**src/design/xpf_pkg.sv**
```systemverilog
package xpf_pkg;

    // Fixed field widths.
    localparam int WORD_W   = 32;
    localparam int IDX_W    = 6;
    localparam int FRAMES_W = 4;

    // Default sizes of a frame and of a parity group.
    localparam int PAYLOAD_WORDS_DEF = 40;
    localparam int GROUP_FRAMES_DEF  = 2;

    // Stream widths: tdata is padded up to whole bytes.
    localparam int S_TDATA_W = 32;
    localparam int M_TDATA_W = 40;
    localparam int M_TUSER_W = 2;

    // Packet kinds.
    localparam logic PKT_DATA   = 1'b0;
    localparam logic PKT_PARITY = 1'b1;

    // One output beat.
    typedef struct packed {
        logic              ptype;
        logic [WORD_W-1:0] word;
        logic [IDX_W-1:0]  index;
        logic              last;
        logic              err;
    } beat_t;

    // Controller states.
    typedef enum logic [4:0] {
        ST_IDLE = 5'b00001,
        ST_RMW  = 5'b00010,
        ST_PUT  = 5'b00100,
        ST_PRD  = 5'b01000,
        ST_PPUT = 5'b10000
    } state_t;

endpackage

```
**src/design/xpf_ram.sv**
```systemverilog
module xpf_ram
    import xpf_pkg::*;
#(
    parameter int DEPTH = PAYLOAD_WORDS_DEF,
    parameter int AW    = 6
)
(
    input  logic              clk,
    input  logic              we,
    input  logic [AW-1:0]     waddr,
    input  logic [WORD_W-1:0] wdata,
    input  logic              re,
    input  logic [AW-1:0]     raddr,
    output logic [WORD_W-1:0] rdata
);

    logic [WORD_W-1:0] mem [DEPTH];
    logic [WORD_W-1:0] rdata_reg;

    // Single write port.
    always_ff @(posedge clk)
    begin
        if (we)
        begin
            mem[waddr] <= wdata;
        end
    end

    // Registered read; data holds until the next read.
    always_ff @(posedge clk)
    begin
        if (re)
        begin
            rdata_reg <= mem[raddr];
        end
    end

    assign rdata = rdata_reg;

endmodule

```
**src/design/xor_parity_fec_encoder.sv**
```systemverilog
// XOR parity FEC encoder.
// Input stream: one frame word per beat. s_tdata carries the word, s_tuser marks
// the sequence word that opens a frame; a frame has PAYLOAD_WORDS payload words.
// Output stream: every accepted frame word comes out as a data packet beat. After the
// last payload word of every GROUP_FRAMES-th complete frame a parity packet
// follows: the group's first sequence word, then the XOR of the payload words.
// An early frame start restarts the group and sets the error flag on that beat.
// Payload words with no frame in progress are dropped.
// Sequencing: a sequence word goes straight to the output register; a payload
// word first reads its parity entry, then writes the updated entry back and
// hands on its beat. A parity packet sends its sequence beat, then reads each
// parity word from the memory and registers it at the output. s_tready is low meanwhile.
// Reset clears all control state; the parity memory needs no clearing, since
// the first frame of a group writes it instead of accumulating.
// When the receiver stalls, the output register holds its beat and the block
// stops at the next beat it must deliver; no input is accepted until then.
module xor_parity_fec_encoder
    import xpf_pkg::*;
#(
    parameter int PAYLOAD_WORDS = PAYLOAD_WORDS_DEF,
    parameter int GROUP_FRAMES  = GROUP_FRAMES_DEF
)
(
    input  logic                 clk,
    input  logic                 rst_n,
    input  logic                 s_tvalid,
    output logic                 s_tready,
    input  logic [S_TDATA_W-1:0] s_tdata,   // [31:0] word
    input  logic [0:0]           s_tuser,   // [0] frame_start
    output logic                 m_tvalid,
    input  logic                 m_tready,
    output logic [M_TDATA_W-1:0] m_tdata,   // [31:0] out_word, [37:32] word_index, zeros
    output logic [M_TUSER_W-1:0] m_tuser,   // [0] packet_type, [1] frame_error
    output logic                 m_tlast    // packet_last
);

    localparam int AW = (PAYLOAD_WORDS > 1) ? $clog2(PAYLOAD_WORDS) : 1;
    localparam logic [IDX_W-1:0]    LAST_POS  = IDX_W'(PAYLOAD_WORDS);
    localparam logic [FRAMES_W-1:0] GROUP_CNT = FRAMES_W'(GROUP_FRAMES);

    state_t               state_reg, state_next;
    logic [IDX_W-1:0]     pos_reg, pos_next;
    logic [FRAMES_W-1:0]  frames_reg, frames_next;
    logic [WORD_W-1:0]    seq_reg, seq_next;
    logic                 first_reg, first_next;
    logic                 par_go_reg, par_go_next;
    logic [IDX_W-1:0]     par_idx_reg, par_idx_next;
    logic                 out_valid_reg, out_valid_next;
    beat_t                out_reg, out_next;
    beat_t                pend_reg, pend_next;
    logic [WORD_W-1:0]    word_reg, word_next;

    logic                 ram_we, ram_re;
    logic [AW-1:0]        ram_waddr, ram_raddr;
    logic [WORD_W-1:0]    ram_wdata, ram_rdata;

    logic                 in_fire, slot_free, do_put, start_err;
    logic [IDX_W-1:0]     pos_m1, idx_m1, par_idx_p1;
    logic [FRAMES_W-1:0]  frames_inc, frames_eff;

    xpf_ram #(
        .DEPTH (PAYLOAD_WORDS),
        .AW    (AW)
    ) u_ram (
        .clk   (clk),
        .we    (ram_we),
        .waddr (ram_waddr),
        .wdata (ram_wdata),
        .re    (ram_re),
        .raddr (ram_raddr),
        .rdata (ram_rdata)
    );

    assign s_tready  = (state_reg == ST_IDLE);
    assign in_fire   = s_tvalid && s_tready;
    assign slot_free = !out_valid_reg || m_tready;

    assign pos_m1     = pos_reg - IDX_W'(1);
    assign idx_m1     = pend_reg.index - IDX_W'(1);
    assign par_idx_p1 = par_idx_reg + IDX_W'(1);
    assign frames_inc = frames_reg + FRAMES_W'(1);
    assign start_err  = (pos_reg != '0);
    assign frames_eff = start_err ? '0 : frames_reg;

    // Memory addresses follow the payload position or the parity read index.
    assign ram_raddr = (state_reg == ST_PRD) ? par_idx_reg[AW-1:0] : pos_m1[AW-1:0];
    assign ram_waddr = idx_m1[AW-1:0];
    assign ram_wdata = (first_reg ? '0 : ram_rdata) ^ word_reg;

    // Sequencer for accept, read-modify-write and parity readout.
    always_comb
    begin
        state_next     = state_reg;
        pos_next       = pos_reg;
        frames_next    = frames_reg;
        seq_next       = seq_reg;
        first_next     = first_reg;
        par_go_next    = par_go_reg;
        par_idx_next   = par_idx_reg;
        pend_next      = pend_reg;
        word_next      = word_reg;
        out_next       = out_reg;
        out_valid_next = out_valid_reg && !m_tready;
        ram_we         = 1'b0;
        ram_re         = 1'b0;
        do_put         = 1'b0;

        unique case (state_reg)
            ST_IDLE:
            begin
                if (in_fire && s_tuser[0])
                begin
                    // Sequence word: restart the group if a frame was cut short.
                    if (frames_eff == '0)
                    begin
                        seq_next = s_tdata;
                    end
                    frames_next     = frames_eff;
                    pos_next        = IDX_W'(1);
                    par_go_next     = 1'b0;
                    pend_next.ptype = PKT_DATA;
                    pend_next.word  = s_tdata;
                    pend_next.index = '0;
                    pend_next.last  = 1'b0;
                    pend_next.err   = start_err;
                    if (slot_free)
                    begin
                        out_next       = pend_next;
                        out_valid_next = 1'b1;
                    end
                    else
                    begin
                        state_next = ST_PUT;
                    end
                end
                else if (in_fire && (pos_reg != '0) && (pos_reg <= LAST_POS))
                begin
                    // Payload word: read its parity entry.
                    ram_re          = 1'b1;
                    word_next       = s_tdata;
                    first_next      = (frames_reg == '0);
                    pend_next.ptype = PKT_DATA;
                    pend_next.word  = s_tdata;
                    pend_next.index = pos_reg;
                    pend_next.last  = (pos_reg == LAST_POS);
                    pend_next.err   = 1'b0;
                    if (pos_reg == LAST_POS)
                    begin
                        pos_next = '0;
                        if (frames_inc == GROUP_CNT)
                        begin
                            frames_next = '0;
                            par_go_next = 1'b1;
                        end
                        else
                        begin
                            frames_next = frames_inc;
                        end
                    end
                    else
                    begin
                        pos_next = pos_reg + IDX_W'(1);
                    end
                    state_next = ST_RMW;
                end
            end
            ST_RMW:
            begin
                ram_we = 1'b1;
                if (slot_free)
                begin
                    do_put = 1'b1;
                end
                else
                begin
                    state_next = ST_PUT;
                end
            end
            ST_PUT:
            begin
                if (slot_free)
                begin
                    do_put = 1'b1;
                end
            end
            ST_PRD:
            begin
                ram_re     = 1'b1;
                state_next = ST_PPUT;
            end
            ST_PPUT:
            begin
                if (slot_free)
                begin
                    out_next.ptype = PKT_PARITY;
                    out_next.word  = ram_rdata;
                    out_next.index = par_idx_p1;
                    out_next.last  = (par_idx_p1 == LAST_POS);
                    out_next.err   = 1'b0;
                    out_valid_next = 1'b1;
                    par_idx_next   = par_idx_p1;
                    state_next     = (par_idx_p1 == LAST_POS) ? ST_IDLE : ST_PRD;
                end
            end
            default:
            begin
                state_next = ST_IDLE;
            end
        endcase

        // Hand the pending beat to the output and pick what follows it.
        if (do_put)
        begin
            out_next       = pend_reg;
            out_valid_next = 1'b1;
            if (par_go_reg)
            begin
                pend_next.ptype = PKT_PARITY;
                pend_next.word  = seq_reg;
                pend_next.index = '0;
                pend_next.last  = 1'b0;
                pend_next.err   = 1'b0;
                par_go_next     = 1'b0;
                state_next      = ST_PUT;
            end
            else if (pend_reg.ptype == PKT_PARITY)
            begin
                par_idx_next = '0;
                state_next   = ST_PRD;
            end
            else
            begin
                state_next = ST_IDLE;
            end
        end
    end

    // Control state.
    always_ff @(posedge clk or negedge rst_n)
    begin
        if (!rst_n)
        begin
            state_reg     <= ST_IDLE;
            pos_reg       <= '0;
            frames_reg    <= '0;
            seq_reg       <= '0;
            first_reg     <= 1'b0;
            par_go_reg    <= 1'b0;
            par_idx_reg   <= '0;
            out_valid_reg <= 1'b0;
        end
        else
        begin
            state_reg     <= state_next;
            pos_reg       <= pos_next;
            frames_reg    <= frames_next;
            seq_reg       <= seq_next;
            first_reg     <= first_next;
            par_go_reg    <= par_go_next;
            par_idx_reg   <= par_idx_next;
            out_valid_reg <= out_valid_next;
        end
    end

    // Payload registers.
    always_ff @(posedge clk)
    begin
        out_reg  <= out_next;
        pend_reg <= pend_next;
        word_reg <= word_next;
    end

    // Output stream.
    assign m_tvalid = out_valid_reg;
    assign m_tdata  = {{(M_TDATA_W - WORD_W - IDX_W){1'b0}}, out_reg.index, out_reg.word};
    assign m_tuser  = {out_reg.err, out_reg.ptype};
    assign m_tlast  = out_reg.last;

    // A parity beat never carries the frame error flag.
    a_parity_no_err: assert property (@(posedge clk) disable iff (!rst_n)
        m_tvalid && m_tuser[0] |-> !m_tuser[1])
        else $error("parity beat with frame error set");

    // The last beat of any packet sits at the final word position.
    a_last_index: assert property (@(posedge clk) disable iff (!rst_n)
        m_tvalid && m_tlast |-> m_tdata[WORD_W +: IDX_W] == LAST_POS)
        else $error("packet end at wrong word index");

    // The frame position never runs past the payload length.
    a_pos_range: assert property (@(posedge clk) disable iff (!rst_n)
        pos_reg <= LAST_POS)
        else $error("frame position out of range");

    // A memory write always follows the read of the same entry.
    a_rmw_order: assert property (@(posedge clk) disable iff (!rst_n)
        ram_we |-> $past(ram_re) && $past(state_reg == ST_IDLE))
        else $error("parity write without preceding read");

endmodule

```
**config.mk**
```make
export PLATFORM = sky130hd
export DESIGN_NAME = xor_parity_fec_encoder
export DESIGN_NICKNAME = d
export VERILOG_FILES = /design/src/design/xpf_pkg.sv /design/src/design/xpf_ram.sv /design/src/design/xor_parity_fec_encoder.sv
export SDC_FILE = /design/constraint.sdc
export NUM_CORES = 2
export LEC_CHECK = 0
export BUFFER_PORTS_ARGS = -buffer_cell sky130_fd_sc_hd__buf_2
export CAP_MARGIN = 20
export CORE_MARGIN = 3
export CORE_UTILIZATION = 60
export DETAILED_ROUTE_END_ITERATION = 8
export PLACE_DENSITY = 0.87
export REMOVE_ABC_BUFFERS = 1
export SLEW_MARGIN = 10
export SYNTH_ARGS = -nofsm -noshare
export SYNTH_HDL_FRONTEND = slang
export SYNTH_SLANG_ARGS = --single-unit
```
**constraint.sdc**
```tcl
create_clock -name clk -period 6.15 [get_ports clk]
set_input_delay 1.23 -clock clk [delete_from_list [all_inputs] [get_ports clk]]
set_output_delay 1.23 -clock clk [all_outputs]
set_load 0.05 [all_outputs]
```
==> metrics.txt <==
max_slew headroom=22.8%; Post-DP Area=0.0620 mm2; register area=0.0438 mm2; max-cap violation count=0; vias per cell=7.35; # clock sinks=1,482; Vias=41,100; global-route wire length before repair=255,000 um; Buffers on Ports=79; most frequent cells in the layout=1,385 x edfxtp_1, 658 x nand2_1, 256 x and3_1; post-route insts no fill=5,589; maximum clock frequency=228 MHz; core area=0.0976 mm2; pwr/cell area=573 mW/mm2; H-tree depth=4; FP Rows=114; Max Fanout on Critical Path=63; post-synthesis sequential area ratio=73.5%; WS Path Type=flip-flop to flip-flop; Worst Hold Class=flip-flop to flip-flop; slowest stage delay, CP=640 ps; Main synth FF type=edfxtp_1; CP startpoint kind=flip-flop; Yosys reg bits=1,482; CTS tree=yes; Num CTS Buffers=138; CTS root buf=clkbuf_16; DP HPWL=92,900 um; Post-CTS Resized=0; asr flop ratio synth=3.78%; GPL Wtd Cong=0.907; syn avg cell area=14.3 um2; DRT iter0 DRCs=8,416; placed insts=5,340; die extent in y=321 um; cell-by-cell trace of the critical path=or3_1, o21ai_4, buf_4, buf_4, a21boi_0, o311ai_1, o32ai_1, a31oi_1, o2111ai_1; CTS clk-pin slew, worst paths=70 ps; Routed WL=178,000 um; post-route cell area=0.0662 mm2; # Post-CTS Setup Buffers=0; post-synthesis cell type count=58; layout cells sized above 1=12.2%; CTS max path bufs=3; count of flip-flops with a built-in enable after synthesis=1,385; Hold WS=467 ps; min Tclk post-route=4390 ps; # fillers=5,760; initial core utilization=61.1%; Mapped Cells=4,171; Critical Path End Type=flip-flop; antenna violations before repair=3; # IOs=82; CP most frequent cell=buf_4; Leakage=22.3 nW; WP data arrival=4890 ps; drt drc=0; vias in the first global route=39,600; Hold Vio Cnt, Final=0; Max Slew Vio Count=0; PnR worst setup slack=1760 ps; Routed Antenna Nets=0; hold buffers post-CTS=0; clk_skew=34.2 ps; DR WL/cell=31.8 um; Place WS=1920 ps; die area=0.103 mm2; die width=321 um; synthesis warning total=0; most common cell after layout, fill and taps aside=edfxtp_1; largest net degree at the start of global routing=177; Critical Path RT=6650 ps; status=completed; Layout area overhead=11.2%; Worst-Margin Slew=1160 ps; # setup viols final=0; worst vdd ir=0.653 mV; RSZ-0062 raised after global routing=no; layout net count=4,251; Worst-Skew Late Latency=760 ps; total grt overflow=0; slowest CP cell=buf_4; Final Util=67.9%; period utilization=71.4%; area of the multi-input gates=0.0150 mm2; all-layer global routing usage=33.8%; max FFs per register=1,280; Post-Syn Area=0.0596 mm2; First-pass DRT Iterations=9
-- cells in the mapped netlist (all sizes together) (50+ instances only) --
library cell,n,area share (%)
edfxtp,1385,70
nand2,664,4.2
and3,257,2.7
a211oi,226,2.9
clkbuf,202,1.3
a31oi,198,2.1
a21oi,186,1.6
buf,117,1.1
nor2,107,0.67
mux2i,98,1.6
a22o,65,0.96
o2bb2a,64,1.1
dfrtp,55,2.3
nand3,54,0.45
o21ai,50,0.44
-- per-stage QoR --
| stage | TNS, ps | total power, W |
|---|---|---|
| floorplan | -138340 | 0.0239 |
| global placement | 0 | 0.0283 |
| detailed placement | 0 | 0.0289 |
| CTS | 0 | 0.0371 |
| global route | 0 | 0.0388 |
| finish | 0 | 0.0380 |
-- layout make-up --
type                            instances  area share, %
Inverter                               13         0.0737
Tap cell                             1276           2.41
Multi-Input combinational cell       2358           22.7
Sequential cell                      1482           66.1
Clock inverter                         70          0.744
Timing Repair Buffer                  213           2.37
Antenna cell                            4         0.0151
Clock buffer                          173           5.54
-- cells by family (layout without fill, tap and decap cells) --
kind of cell / after synthesis / after routing / share of synthesized area [%]
other: 1 / 6 / 0.00629
muxes: 130 / 130 / 2.25
xor gates and xnor gates: 52 / 52 / 0.764
DFF: 1482 / 1482 / 73.5
and+or+nand+nor: 1193 / 1193 / 9.24
AOI/OAI and AO/OA: 973 / 973 / 11.6
adders and majority gates: 8 / 8 / 0.168
buffers and inverters: 332 / 469 / 2.48
-- worst max-delay path: cells and delay by family (launching register included) --
kind	cells	cell delay [ps]
AOI/OAI and AO/OA	6	1740
buffers and inverters	2	1270
and+or+nand+nor	1	550
DFF	1	510
-- report_power, final --
part,switching [W],internal [W]
Combinational,0.0111,0.00435
Clock,0.00369,0.00444
Sequential,0.000475,0.0139
Total,0.0152,0.0227
-- per-layer routing --
layer / GRT usage, % / wire length [um] / vias up
met3: 12.9 / 31700 / 905
met1: 43.5 / 56200 / 19400
met4: 17.9 / 10700 / 2
met5: 0 / 84 / -
li1: - / - / 16200
met2: 50.2 / 78900 / 4619
-- path summary, 6_finish.rpt --
path,start,endpoint,slack (ps),cells past startpoint
setup / recovery,state_reg[1]$_DFFE_PN0P_,u_ram.rdata[2]$_DFFE_PP_,1760,9
hold / removal,pend_reg[1]$_DFF_P_,pend_reg[1]$_DFF_P_,470,2
setup reg to reg,state_reg[1]$_DFFE_PN0P_,u_ram.rdata[2]$_DFFE_PP_,1760,9
hold reg to reg,pend_reg[1]$_DFF_P_,pend_reg[1]$_DFF_P_,470,2
max in group asynchronous,rst_n,seq_reg[3]$_DFFE_PN0P_,4690,2
min in group asynchronous,rst_n,seq_reg[23]$_DFFE_PN0P_,730,2
(Power assumes the default switching activity.)
